[src/hdl/trlp_pkg.sv]
`default_nettype none

package trlp_pkg;

  // Input kinds carried on s_tuser
  localparam logic CMD_CHAR = 1'b0;
  localparam logic CMD_END  = 1'b1;

  // Character codes
  localparam logic [7:0] CH_MINUS   = 8'h2D;
  localparam logic [7:0] CH_SEMI    = 8'h3B;
  localparam logic [7:0] CH_NEWLINE = 8'h0A;
  localparam logic [7:0] CH_SPACE   = 8'h20;
  localparam logic [7:0] CH_ZERO    = 8'h30;
  localparam logic [7:0] CH_NINE    = 8'h39;

  // Column numbers
  localparam logic [2:0] COL_YEAR   = 3'd0;
  localparam logic [2:0] COL_MONTH  = 3'd1;
  localparam logic [2:0] COL_DAY    = 3'd2;
  localparam logic [2:0] COL_HOUR   = 3'd3;
  localparam logic [2:0] COL_MINUTE = 3'd4;
  localparam logic [2:0] COL_LAST   = 3'd5;
  localparam logic [2:0] COL_MAX    = 3'd7;

  localparam int unsigned DATA_W = 56;

  typedef struct packed {
    logic [2:0]  column;
    logic [15:0] acc;
    logic        neg;
    logic        skip;
    logic [15:0] year;
    logic [7:0]  month;
    logic [7:0]  day;
    logic [7:0]  hour;
    logic [7:0]  minute;
  } line_state_t;

  typedef struct packed {
    logic        from_stream_end;
    logic signed [7:0] temp_value;
    logic [7:0]  minute;
    logic [7:0]  hour;
    logic [7:0]  day;
    logic [7:0]  month;
    logic [15:0] year;
  } record_t;

endpackage

`default_nettype wire

[src/hdl/trlp_step.sv]
`default_nettype none

// Next line state and record for one byte or end-of-input request.
module trlp_step (
  input  wire logic                  cmd,
  input  wire logic [7:0]            char_byte,
  input  wire trlp_pkg::line_state_t state,
  output trlp_pkg::line_state_t      state_next,
  output logic                       rec_valid,
  output trlp_pkg::record_t          rec
);

  logic [7:0]  acc_low;
  logic [15:0] acc_digit;

  assign acc_low   = state.acc[7:0];
  // acc * 10 + digit, modulo 2^16
  assign acc_digit = {state.acc[12:0], 3'b000} + {state.acc[14:0], 1'b0}
                   + {8'd0, char_byte - trlp_pkg::CH_ZERO};

  always_comb begin
    rec.year       = state.year;
    rec.month      = state.month;
    rec.day        = state.day;
    rec.hour       = state.hour;
    rec.minute     = state.minute;
    rec.temp_value = state.neg ? 8'(8'd0 - acc_low) : acc_low;
    rec.from_stream_end = (cmd == trlp_pkg::CMD_END);
  end

  always_comb begin
    state_next = state;
    rec_valid  = 1'b0;
    priority if (cmd == trlp_pkg::CMD_END) begin
      rec_valid  = !state.skip && (state.column == trlp_pkg::COL_LAST);
      state_next = '0;
    end else if (state.skip) begin
      if (char_byte == trlp_pkg::CH_NEWLINE) begin
        state_next = '0;
      end
    end else if (char_byte == trlp_pkg::CH_MINUS) begin
      state_next.neg = 1'b1;
    end else if (char_byte == trlp_pkg::CH_SEMI) begin
      unique case (state.column)
        trlp_pkg::COL_YEAR:   state_next.year   = state.acc;
        trlp_pkg::COL_MONTH:  state_next.month  = acc_low;
        trlp_pkg::COL_DAY:    state_next.day    = acc_low;
        trlp_pkg::COL_HOUR:   state_next.hour   = acc_low;
        trlp_pkg::COL_MINUTE: state_next.minute = acc_low;
        default: ;
      endcase
      if (state.column != trlp_pkg::COL_MAX) begin
        state_next.column = state.column + 3'd1;
      end
      state_next.acc = '0;
      state_next.neg = 1'b0;
    end else if (char_byte == trlp_pkg::CH_NEWLINE) begin
      rec_valid  = 1'b1;
      state_next = '0;
    end else if (char_byte >= trlp_pkg::CH_ZERO && char_byte <= trlp_pkg::CH_NINE) begin
      state_next.acc = acc_digit;
    end else if (char_byte == trlp_pkg::CH_SPACE) begin
      state_next = state;
    end else begin
      state_next.skip = 1'b1;
    end
  end

endmodule

`default_nettype wire

[src/hdl/temperature_record_line_parser_core.sv]
// Temperature record line parser.
// Input channel (s_*): one request per text byte. s_tdata carries the byte,
// s_tuser says whether it is a character (0) or the end of the input (1).
// Lines look like year;month;day;hour;minute;temperature and end in newline.
// Output channel (m_*): one record per newline, and one at end of input when
// exactly five semicolons were seen on the unfinished line; m_tuser marks the
// records completed by end of input. A line with any unexpected byte is
// dropped up to and including its newline.
// Throughput: one request per cycle while s_tready is high. The line
// state updates in the same cycle the byte is accepted (a compare and a
// multiply by ten). A record is registered in the output register or skid entry.
// Stall: the output register plus one skid entry hold records while m_tready
// is low; bytes that make no record keep flowing, and s_tready drops only
// once both entries are full.
// Reset (rst, synchronous): clears the line state and empties the output.
`default_nettype none

module temperature_record_line_parser_core (
  input  wire logic        clk,
  input  wire logic        rst,
  input  wire logic        s_tvalid,
  output logic             s_tready,
  input  wire logic [7:0]  s_tdata,   // [7:0] char_byte
  input  wire logic        s_tuser,   // [0] cmd
  output logic             m_tvalid,
  input  wire logic        m_tready,
  output logic [55:0]      m_tdata,   // temp_value, minute, hour, day, month, year (MSB to LSB)
  output logic             m_tuser    // [0] from_stream_end
);

  trlp_pkg::line_state_t state;
  trlp_pkg::line_state_t state_next;
  trlp_pkg::record_t     rec;
  logic                  rec_valid;

  logic [55:0] skid_data;
  logic        skid_user;
  logic        skid_valid;

  logic s_accept;
  logic push;
  logic out_free;

  trlp_step u_step (
    .cmd        (s_tuser),
    .char_byte  (s_tdata),
    .state      (state),
    .state_next (state_next),
    .rec_valid  (rec_valid),
    .rec        (rec)
  );

  assign s_tready = !skid_valid;
  assign s_accept = s_tvalid && s_tready;
  assign push     = s_accept && rec_valid;
  // Output register can take a new record this cycle
  assign out_free = !m_tvalid || (m_tready && !skid_valid);

  // Line state: advance on every accepted request
  always_ff @(posedge clk) begin
    if (rst) begin
      state <= '0;
    end else if (s_accept) begin
      state <= state_next;
    end
  end

  // Output register and skid entry
  always_ff @(posedge clk) begin
    if (rst) begin
      m_tvalid   <= 1'b0;
      skid_valid <= 1'b0;
    end else if (m_tvalid && m_tready && skid_valid) begin
      // drain skid into the output; input is held off so push is low here
      m_tvalid   <= 1'b1;
      skid_valid <= push;
    end else if (out_free) begin
      m_tvalid <= push;
    end else if (push) begin
      skid_valid <= 1'b1;
    end
  end

  always_ff @(posedge clk) begin
    if (m_tvalid && m_tready && skid_valid) begin
      m_tdata <= skid_data;
      m_tuser <= skid_user;
    end else if (out_free) begin
      if (push) begin
        m_tdata <= rec[trlp_pkg::DATA_W-1:0];
        m_tuser <= rec.from_stream_end;
      end
    end else if (push) begin
      skid_data <= rec[trlp_pkg::DATA_W-1:0];
      skid_user <= rec.from_stream_end;
    end
  end

endmodule

`default_nettype wire

[config.mk]
export PLATFORM = sky130hd
export DESIGN_NAME = temperature_record_line_parser_core
export DESIGN_NICKNAME = d
export VERILOG_FILES = /design/src/hdl/trlp_pkg.sv /design/src/hdl/trlp_step.sv /design/src/hdl/temperature_record_line_parser_core.sv
export SDC_FILE = /design/constraint.sdc
export NUM_CORES = 1
export LEC_CHECK = 0
export BUFFER_PORTS_ARGS = -buffer_cell sky130_fd_sc_hd__buf_2
export CAP_MARGIN = 10
export CORE_UTILIZATION = 40
export DETAILED_ROUTE_END_ITERATION = 8
export PLACE_DENSITY = 0.66
export SETUP_SLACK_MARGIN = 0.2
export SLEW_MARGIN = 20
export SYNTH_ARGS = -nofsm -noshare
export SYNTH_HDL_FRONTEND = slang
export SYNTH_HIERARCHICAL = 1
export SYNTH_SLANG_ARGS = --single-unit
[constraint.sdc]
create_clock -name clk -period 13.54 [get_ports clk]
set_input_delay 2.031 -clock clk [delete_from_list [all_inputs] [get_ports clk]]
set_output_delay 2.031 -clock clk [all_outputs]
set_load 0.1 [all_outputs]
# Word-level counts from Yosys, hierarchy flattened
# Index checks and enable logic that the tools add are counted.
# totals
out_inout_bits,59
input_bits,13
reg_bits,185
wordCells,107
# classes
eq_ne,19
n_addsub,5
mux,36
n_lt_le_gt_ge,2
n_reduce_logical,28
bitwise_logic,2
# ops
cell,n
2-to-1 mux 69 bit,4
2-to-1 mux 56 bit,3
2-to-1 mux 49 bit,2
2-to-1 mux 48 bit,1
2-to-1 mux 8 bit,5
2-to-1 mux 16 bit,2
AND reduction 5 bit,6
"equality test 8 x 6 -> 1 bit, second input constant",3
"!= test 4 bit, second input constant",6
2-to-1 mux 20 bit,1
2-to-1 mux 19 bit,1
adder 16 bit,1
adder 16 x 8 -> 16 bit,1
2-to-1 mux 1 bit,16
"equality test 8 x 4 -> 1 bit, second input constant",1
">= comparator 8 x 6 -> 1 bit, second input constant",1
"<= comparator 8 x 6 -> 1 bit, second input constant",1
nonzero test 4 bit,2
"subtractor 1 x 8 -> 8 bit, first input constant",1
"subtractor 8 x 6 -> 8 bit, second input constant",1
logical AND 1 bit,7
"equality test 3 x 2 -> 1 bit, second input constant",2
"equality test 3 bit, second input constant",2
"!= test 3 bit, second input constant",2
14 further kinds,20

# Logic depth before layout (Yosys ltp)
# Gate-level depths: netlist of run 1.
# logic_depth
depth_word,10
mapped_depth,12
ltp_nobuf,12

# Hierarchy
# The synthesis of run 1 kept the hierarchy.
# by_module_without_submodules
module,area_per_inst_um2,instances,seq_area_each_um2,cells_per_inst
temperature_record_line_parser_core,6720.2,1,4844.6,492
trlp_step,2737.6,1,0.0,397

# Least setup slack after synthesis of run 1
# Ideal clock, no wire load.
# synth_path
path_kind,in2reg
from,input s_tdata[6]
to,"register skid_data[0], enable pin"
path_slack_ns,5.441
t_arrival_ns,7.544
setup_ns,0.555
cell_stages,8
path_buffers,1
t_required_ns,12.985
path_cell_list,nand4bb_4 or4b_1 clkbuf_1 nor2_1 a31oi_1 nor2_1 nand3_1 nor3b_1
# synth_between
elab_chain_cells,8
word_cells_on_any_way,10
classes_between,eq/ne (3); mux (5); reduce/logical (2)
# synth_lines
item,line,source
from (decl),temperature_record_line_parser_core.sv:23,"input wire logic [7:0] s_tdata,"
equality test 8 x 4 -> 1 bit,trlp_step.sv:57,end else if (char_byte == trlp_pkg::CH_NEWLINE) begin
2-to-1 mux 1 bit,trlp_step.sv:57,
2-to-1 mux 1 bit,trlp_step.sv:43,end else if (char_byte == trlp_pkg::CH_SEMI) begin
2-to-1 mux 1 bit *,trlp_step.sv:41,end else if (char_byte == trlp_pkg::CH_MINUS) begin
2-to-1 mux 1 bit *,trlp_step.sv:37,end else if (state.skip) begin
2-to-1 mux 1 bit *,trlp_step.sv:34,priority if (cmd == trlp_pkg::CMD_END) begin
via rec_valid,temperature_record_line_parser_core.sv:34,logic rec_valid;
logical AND 1 bit *,temperature_record_line_parser_core.sv:55,assign push = s_accept && rec_valid;
AND reduction 3 bit (no line) *,--,
to (signal assigned),temperature_record_line_parser_core.sv:94,skid_data <= rec[trlp_pkg::DATA_W-1:0];
to (decl),temperature_record_line_parser_core.sv:36,logic [55:0] skid_data;
# Mark *: on every way through the listed nets, which the timed path passes. The rest lies on a longest branch.
# A chain may end at the register's enable or synchronous reset.

# Worst setup path in the final report of run 1
# layout_path
from,input s_tdata[6]
to,"register skid_data[32], enable pin"
# The elaborated chain is that of the path after synthesis.

==> reports/qor.csv, run 1 <==
stage;metric;value;unit
global_routing;grt_use_met3;4.11;%
timing;hold_viol_final;0;
global_routing;grt_first_pass_wirelength;31.5;mm
critical_path;reg2reg_slack;10.03;ns
hold_path;hold_path.class;reg2reg;
power;power;1.16;mW
die;io_pins;72;
timing;slew_violations;0;
global_routing;met1_usage;22.8;%
clocking;post_cts_buffers;0;
cells_and_area;drive_gt1_share;20.8;%
drt;first_pass_iters;5;
cells_and_area;layout_commonest_cell;nand2_1;
timing;slew_headroom;31.8;%
run_status;status;complete, no violations;
clocking;root_buffer;clkbuf_16;
die;coreArea;0.0229;mm^2
die;start_util;41.3;%
critical_path;arrival;4.91;ns
die;die_x;156;um
hold_path;min_from;state[65];
timing;finalCritPeriodShare;35.8;%
critical_path;timing.rr.end;state[65];
clocking;cts_buffers;17;
clocking;cts_tree;built;
yosys;synth-main-ff-cell;edfxtp_1;
global_routing;grt_start_max_net_pins;72;
cells_and_area;layout.nets;930;
placement;pre_cts_ws;8.25;ns
yosys;synth-edff-count;114;
clocking;cts_resized;0;
clocking;cts.sinks;185;
die;die-area;0.0243;mm^2
drt;drt_iter0_markers;547;
critical_path;reg2reg_depth;10;
critical_path;critical_path_required;13.60;ns
yosys;synth.distinct_cells;57;
global_routing;antenna_found_initial;0;
timing;setup_ws;8.69;ns
global_routing;use_met2;25.5;%
critical_path;path_class;in2reg;
placement;io_buffers;71;
power;power.density;113;mW/mm^2
placement;gp_congestion;0.807;
drt;via_per_inst;5.33;
critical_path;end_kind;flip-flop;
hold_path;hold_end;state[65];
critical_path;rr_startpoint;state[52];
yosys;async_flop_share;0;%
yosys;seq_area_frac_synth;51.2;%
global_routing;grt_usage;16.7;%
timing;layout_min_cycle_time;4.85;ns
timing;fin_tns_setup;0;ns
timing;setup_viol;0;
drt;vias;6439;
global_routing;grt_busiest_layer;met2;
critical_path;crit_start;s_tdata[6];
clocking;clockBufferDepth;2;
power;p_leak;3.83;nW
timing;skew;0.0115;ns
cells_and_area;synthToLayoutAreaGrowth;8.68;%
global_routing;first_global_vias;5920;
cells_and_area;insertedDiodeCount;0;
drt;routed_wire_length_per_instance;16.4;um
timing;fmax;206;MHz
yosys;synth_area;0.00946;mm^2
yosys;synth_fp_nets;938;
cells_and_area;final_core_util;44.9;%
global_routing;grt-ovfl-total;0;
yosys;ys_warn_count;6;
timing;rsz0062_at_grt;no;
yosys;ys_ff_latch;185;
yosys;synthCells;889;
die;die_y;156;um
critical_path;cp-start-kind;input pin;
clocking;cts_max_level;4;
run;maxCapViolations;0;
clocking;clk_pin_slew_worst_paths;0.07;ns
die;rows;55;
drt;drtAntennaViolNets;0;
yosys;postSynthAreaPerCell;10.6;um^2
hold_path;whs_path_depth;2;
critical_path;critPathMaxFanout;54;
cells_and_area;layout_common_cells;165 x nand2_1, 114 x edfxtp_1, 97 x a21oi_1, 71 x buf_2, 71 x dfxtp_1;
clocking;clkLatencyLatePin;0.44;ns
placement;dp_hpwl;12.2;mm
timing;worst_slew_pin_slew;1.02;ns
drt;drc;0;
drt;wirelength;19.8;mm
clocking;ctsHoldBuffers;0;
power;peakVddDrop;79.7;uV
[worst max-delay path: stages]
cell	delay [ns]
buf_2	0.12
nand4bb_4	0.26
or4b_1	0.84
nor2_1	0.19
a31oi_1	0.05
nor2_1	0.21
nand3_1	0.18
nor3b_2	0.32
buf_4	0.66
[Yosys cell counts (4+ instances only)]
| cell | count | area, um^2 |
|---|---|---|
| nand2_1 | 165 | 619 |
| edfxtp_1 | 114 | 3420 |
| a21oi_1 | 97 | 485 |
| dfxtp_1 | 71 | 1420 |
| buf_4 | 51 | 383 |
| nor2_1 | 36 | 135 |
| clkbuf_1 | 31 | 116 |
| ha_1 | 30 | 375 |
| mux2_4 | 30 | 450 |
| mux2_2 | 27 | 304 |
| a32oi_1 | 21 | 184 |
| nand3_1 | 21 | 105 |
| inv_1 | 20 | 75.1 |
| buf_2 | 19 | 95.1 |
| o21ai_0 | 14 | 70.1 |
| xnor2_1 | 14 | 123 |
| a22o_1 | 13 | 114 |
| nor2b_1 | 13 | 81.3 |
| a22oi_1 | 8 | 60.1 |
| buf_6 | 7 | 78.8 |
| nor3_1 | 7 | 35.0 |
| fa_1 | 6 | 120 |
| and3_1 | 5 | 31.3 |
| nand2b_1 | 5 | 31.3 |
| nor3b_1 | 5 | 37.5 |
| nor4_1 | 5 | 31.3 |
| a21o_1 | 4 | 30.0 |
| o21ai_2 | 4 | 35.0 |
| or3_1 | 4 | 25.0 |
| xor2_1 | 4 | 35.0 |
[per-stage QoR]
stage	instances	cell area, um^2	hold slack [ns]
after floorplan	889	9460	0.435
after global placement	1175	9640	0.460
after detailed placement	1175	9640	0.468
after CTS	1207	10300	0.481
after global routing	1207	10300	0.510
final	1207	10300	0.486
[layer usage]
metal / vias to the layer above / part of all wire [%] / wire length (um)
li1: 3100 / - / -
met1: 3104 / 47 / 9330
met2: 201 / 45 / 8840
met3: 34 / 5.8 / 1140
met4: 0 / 2.3 / 449
met5: - / 0 / 0
[state kept, by name, summed over array words and instances (netlist names)]
name,flops
state,69
m_tdata,56
skid_data,56
m_tuser,1
m_tvalid,1
skid_user,1
skid_valid,1
[power breakdown]
part,leakage [nW],switching (mW),internal (mW)
logic,1.87,0.0251,0.00892
registers,1.65,0.000908,0.591
clock network,0.312,0.220,0.313
[worst max path at each step]
stage | to | cells after the start
floorplan | skid_data[0] | 8
global placement | skid_data[32] | 9
detailed placement | skid_data[37] | 9
CTS | skid_data[32] | 9
global route | skid_data[32] | 9
finish | skid_data[32] | 9
[cell families (layout without fill, tap and decap cells)]
kind of cell,Yosys count,count (layout),share of synthesized area (%)
AND/OR/NAND/NOR,281,281,13.6
buffers and inverters,128,133,7.91
adder cells (fa/ha/maj),36,36,5.24
flip-flops,185,185,51.2
XOR/XNOR,18,18,1.67
AO/OA/AOI/OAI,181,181,12.1
multiplexers,60,60,8.29
[final cells by class]
class                   instances  area [um^2]
well taps                     313          392
clock buffers                  17          425
repair buffers                 81          430
flip-flops and latches        185         4840
clock inverters                15          213
inverters                      20         75.1
fillers                      2084        12600
multi-input cells             576         3900
Power figures use the tool's default switching activity.
==> run 2, diff against run 1 <==
ABC_AREA = 1   (was not set)
clock period = 4.9 ns   (was 13.54 ns; I/O delays follow)
==> reports/qor.csv, run 2 <==
stage;metric;value;unit;change
placement;pre_cts_ws;1.64;ns;-6.60 ns
cells_and_area;drive_gt1_share;17.5;%;-3.3 points
global_routing;grt_start_max_net_pins;72;;unchanged
cells_and_area;layout_commonest_cell;nand2_1;;
critical_path;cp-start-kind;flip-flop;;
yosys;synthCells;1096;;+23%
cells_and_area;largest_reg_flops;69;;unchanged
cells_and_area;synthToLayoutAreaGrowth;8.17;%;
global_routing;antenna_found_initial;0;;unchanged
cells_and_area;fin_area;0.0107;mm^2;+4.1%
yosys;synth_area;0.00989;mm^2;+4.6%
clocking;cts_tree;built;;
power;power;3.42;mW;+200%
clocking;clockBufferDepth;2;;unchanged
drt;drtAntennaViolNets;0;;unchanged
run;maxCapViolations;0;;unchanged
timing;slew_violations;0;;unchanged
placement;io_buffers;71;;unchanged
cells_and_area;fillers;2333;;+12%
die;die_y;159;um;+2.2%
placement;numPlacedInstances;1397;;+19%
yosys;synth_fp_nets;1145;;+22%
timing;rsz0062_at_grt;no;;
clocking;root_buffer;clkbuf_16;;
die;die-area;0.0254;mm^2;+4.5%
drt;via_per_inst;5.13;;-3.9%
hold_path;hold_path.class;reg2reg;;
timing;worst_slew_pin_slew;0.984;ns;-0.0383 ns
yosys;ys_ff_latch;185;;unchanged
critical_path;rr_startpoint;state[51];;
power;seq_power_share;49.1;%;-2.0 points
yosys;synth-compound-area-share;11.1;%;-1.0 points
die;io_pins;72;;unchanged
yosys;synth_top_family_by_area;simple AND/OR/NAND/NOR gates;;
clocking;cts_max_level;4;;unchanged
power;peakVddDrop;229;uV;+190%
critical_path;critical_path_required;5.19;ns;-8.41 ns
global_routing;grt_usage;17.8;%;+1.1 points
die;start_util;40.7;%;-0.60 points
critical_path;timing.rr.end;state[55];;
yosys;seq_area_frac_synth;49.0;%;-2.2 points
drt;first_pass_iters;5;;unchanged
critical_path;crit_start;state[51];;
yosys;synth.area.top_cells;edfxtp_1 35%, dfxtp_1 14%, nand2_1 12%;;
power;comb_power_share;8.9;%;+6.0 points
drt;routed_wire_length_per_instance;15.5;um;-5.3%
timing;finalCritPeriodShare;63.2;%;
critical_path;path_class;reg2reg;;
drt;drc;0;;unchanged
yosys;ys_warn_count;6;;unchanged
critical_path;crit_top_cell;a21oi_1;;
timing;setup_ws;1.80;ns;-6.89 ns
cells_and_area;layout.nets;1141;;+23%
clocking;clk_pin_slew_worst_paths;0.07;ns;about the same
drt;wirelength;22.2;mm;+12%
yosys;synth-main-ff-cell;edfxtp_1;;
yosys;post-synth-top-count-cell;nand2_1;;
critical_path;arrival;3.39;ns;-1.52 ns
power;p_leak;4.06;nW;+6.1%
cells_and_area;regArea;0.00484;mm^2;unchanged
timing;skew;0.00858;ns;-0.00293 ns
power;p_clk_share;42.0;%;-4.0 points
clocking;cts_resized;0;;unchanged
power;switching_share;25.7;%;+4.5 points
yosys;synth-edff-count;114;;unchanged
critical_path;critPathMaxFanout;10;;-81%
cells_and_area;fin_cells;1429;;+18%
die;coreArea;0.0243;mm^2;+6.1%
yosys;yosys.area_share.xor_xnor;1.24;%;-0.43 points
cells_and_area;regMostFlops;state;;
critical_path;reg2reg_slack;1.80;ns;-8.23 ns
cells_and_area;reg_top3;state: 69 flops, m_tdata: 56 flops, skid_data: 56 flops;;
yosys;yosysTopAreaCell;edfxtp_1;;
placement;gp_congestion;0.901;;+12%
global_routing;grt-ovfl-total;0;;unchanged
clocking;post_cts_buffers;0;;unchanged
power;intPower;2.54;mW;+180%
clocking;cts_buffers;17;;unchanged
die;die_x;159;um;+2.2%
yosys;async_flop_share;0;%;unchanged
cells_and_area;layout_common_cells;328 x nand2_1, 162 x a21oi_1, 114 x edfxtp_1, 86 x inv_1;;
timing;slew_headroom;34.3;%;+2.5 points
run_status;status;complete, no violations;;
timing;hold_viol_final;0;;unchanged
placement;placed_area;0.0101;mm^2;+4.6%
die;rows;57;;+3.6%
drt;vias;7325;;+14%
yosys;synth_top_area_share;34.6;%;-1.6 points
critical_path;reg2reg_depth;11;;+1
clocking;ctsHoldBuffers;0;;unchanged
yosys;synthSimpleGateAreaFrac;16.9;%;+3.3 points
global_routing;grt_first_pass_wirelength;35.9;mm;+14%
timing;fmax;323;MHz;
power;p_switching;0.879;mW;+260%
clocking;clkLatencyLatePin;0.44;ns;about the same
timing;fin_tns_setup;0;ns;unchanged
cells_and_area;multi_input_comb_area;0.00407;mm^2;+4.4%
critical_path;critical_path.cell_chain;inv_1 > fa_1 > inv_1 > ha_1 > nor2_1 > a21oi_1 > xor2_1 > o21ai_0 > a21oi_1 > nand2_1 > a21oi_1;;
critical_path;end_kind;flip-flop;;
yosys;synth.distinct_cells;35;;-39%
yosys;synth_mux_area_share;6.83;%;-1.5 points
clocking;cts.sinks;185;;unchanged
placement;dp_hpwl;14.1;mm;+15%
global_routing;first_global_vias;6870;;+16%
yosys;ys_top_cells_by_count;328 x nand2_1, 163 x a21oi_1, 114 x edfxtp_1, 87 x inv_1, 71 x dfxtp_1;;
timing;setup_viol;0;;unchanged
timing;layout_min_cycle_time;3.10;ns;
yosys;synth_fa_ha_area_share;5.01;%;-0.23 points
critical_path;crit_path_end;state[55];;
critical_path;worst_path_max_delay_cell;dfxtp_1;;
yosys;postSynthAreaPerCell;9.02;um^2;-15%
critical_path;max_stage_delay;0.70;ns;-0.14 ns
cells_and_area;insertedDiodeCount;0;;unchanged
drt;drt_iter0_markers;577;;+5.5%
power;power.density;320;mW/mm^2;+180%
[run 2: changes by cell type after synthesis, moves of 19 or more]
cell | before | now
inv_1 | 20 | 87
mux2_2 | 27 | 48
o21ai_0 | 14 | 33
mux2_4 | 30 | 9
a32oi_1 | 21 | 0
a21oi_1 | 97 | 163
nand2_1 | 165 | 328
[run 2: area by class of cell]
cell class	count	area share (%)
tap	324	3.79
timing repair buffer	79	3.88
clock inverter	15	1.78
sequential	185	45.3
inverter	92	3.25
multi-input combinational	717	38.0
clock buffer	17	3.98
[run 2: metal layers]
layer / part of all wire, % / up-vias / wire (um) / GRT usage, %
met5: 0 / - / 0 / 0
met4: 2.7 / 0 / 591 / 7.52
met3: 4.8 / 35 / 1070 / 2.87
met2: 47 / 207 / 10400 / 29.1
met1: 46 / 3499 / 10100 / 23.4
li1: - / 3584 / - / -
[run 2: kinds of logic after synthesis]
kind of cell               count (synthesis)
adders and majority gates                 36
DFF                                      185
and+or+nand+nor                          404
muxes                                     57
AOI/OAI and AO/OA                        206
buffers and inverters                    194
xor gates and xnor gates                  14
[run 2: stage by stage]
stage / hold slack [ns] / utilization [%]
floorplan: 0.443 / -
global placement: 0.467 / 41.5
detailed placement: 0.472 / 41.5
CTS: 0.490 / 44.0
global route: 0.505 / 44.0
finish: 0.488 / 44.0
[run 2: power groups by stage]
stage	registers, mW	clock network, mW	logic [mW]
finish	1.68	1.44	0.305
global route	1.68	1.51	0.331
CTS	1.68	1.46	0.304
detailed placement	1.72	0	0.303
global placement	1.72	0	0.299
floorplan	1.79	0	0.157
[run 2: critical path, delay by kind of cell (launching register included)]
kind | cells | cell delay, ns
adders and majority gates | 2 | 0.91
DFF | 1 | 0.70
and+or+nand+nor | 2 | 0.20
buffers and inverters | 2 | 0.31
AOI/OAI and AO/OA | 4 | 0.73
xor gates and xnor gates | 1 | 0.10
[run 2: worst min path at each step]
| stage | startpoint | to | slack (ns) | depth (start not counted) |
|---|---|---|---|---|
| floorplan | state[49] | state[49] | 0.44 | 2 |
| global placement | state[29] | skid_data[21] | 0.47 | 0 |
| detailed placement | state[27] | skid_data[19] | 0.47 | 0 |
| CTS | state[37] | skid_data[5] | 0.49 | 0 |
| global route | state[27] | skid_data[19] | 0.50 | 0 |
| finish | state[27] | skid_data[19] | 0.49 | 0 |
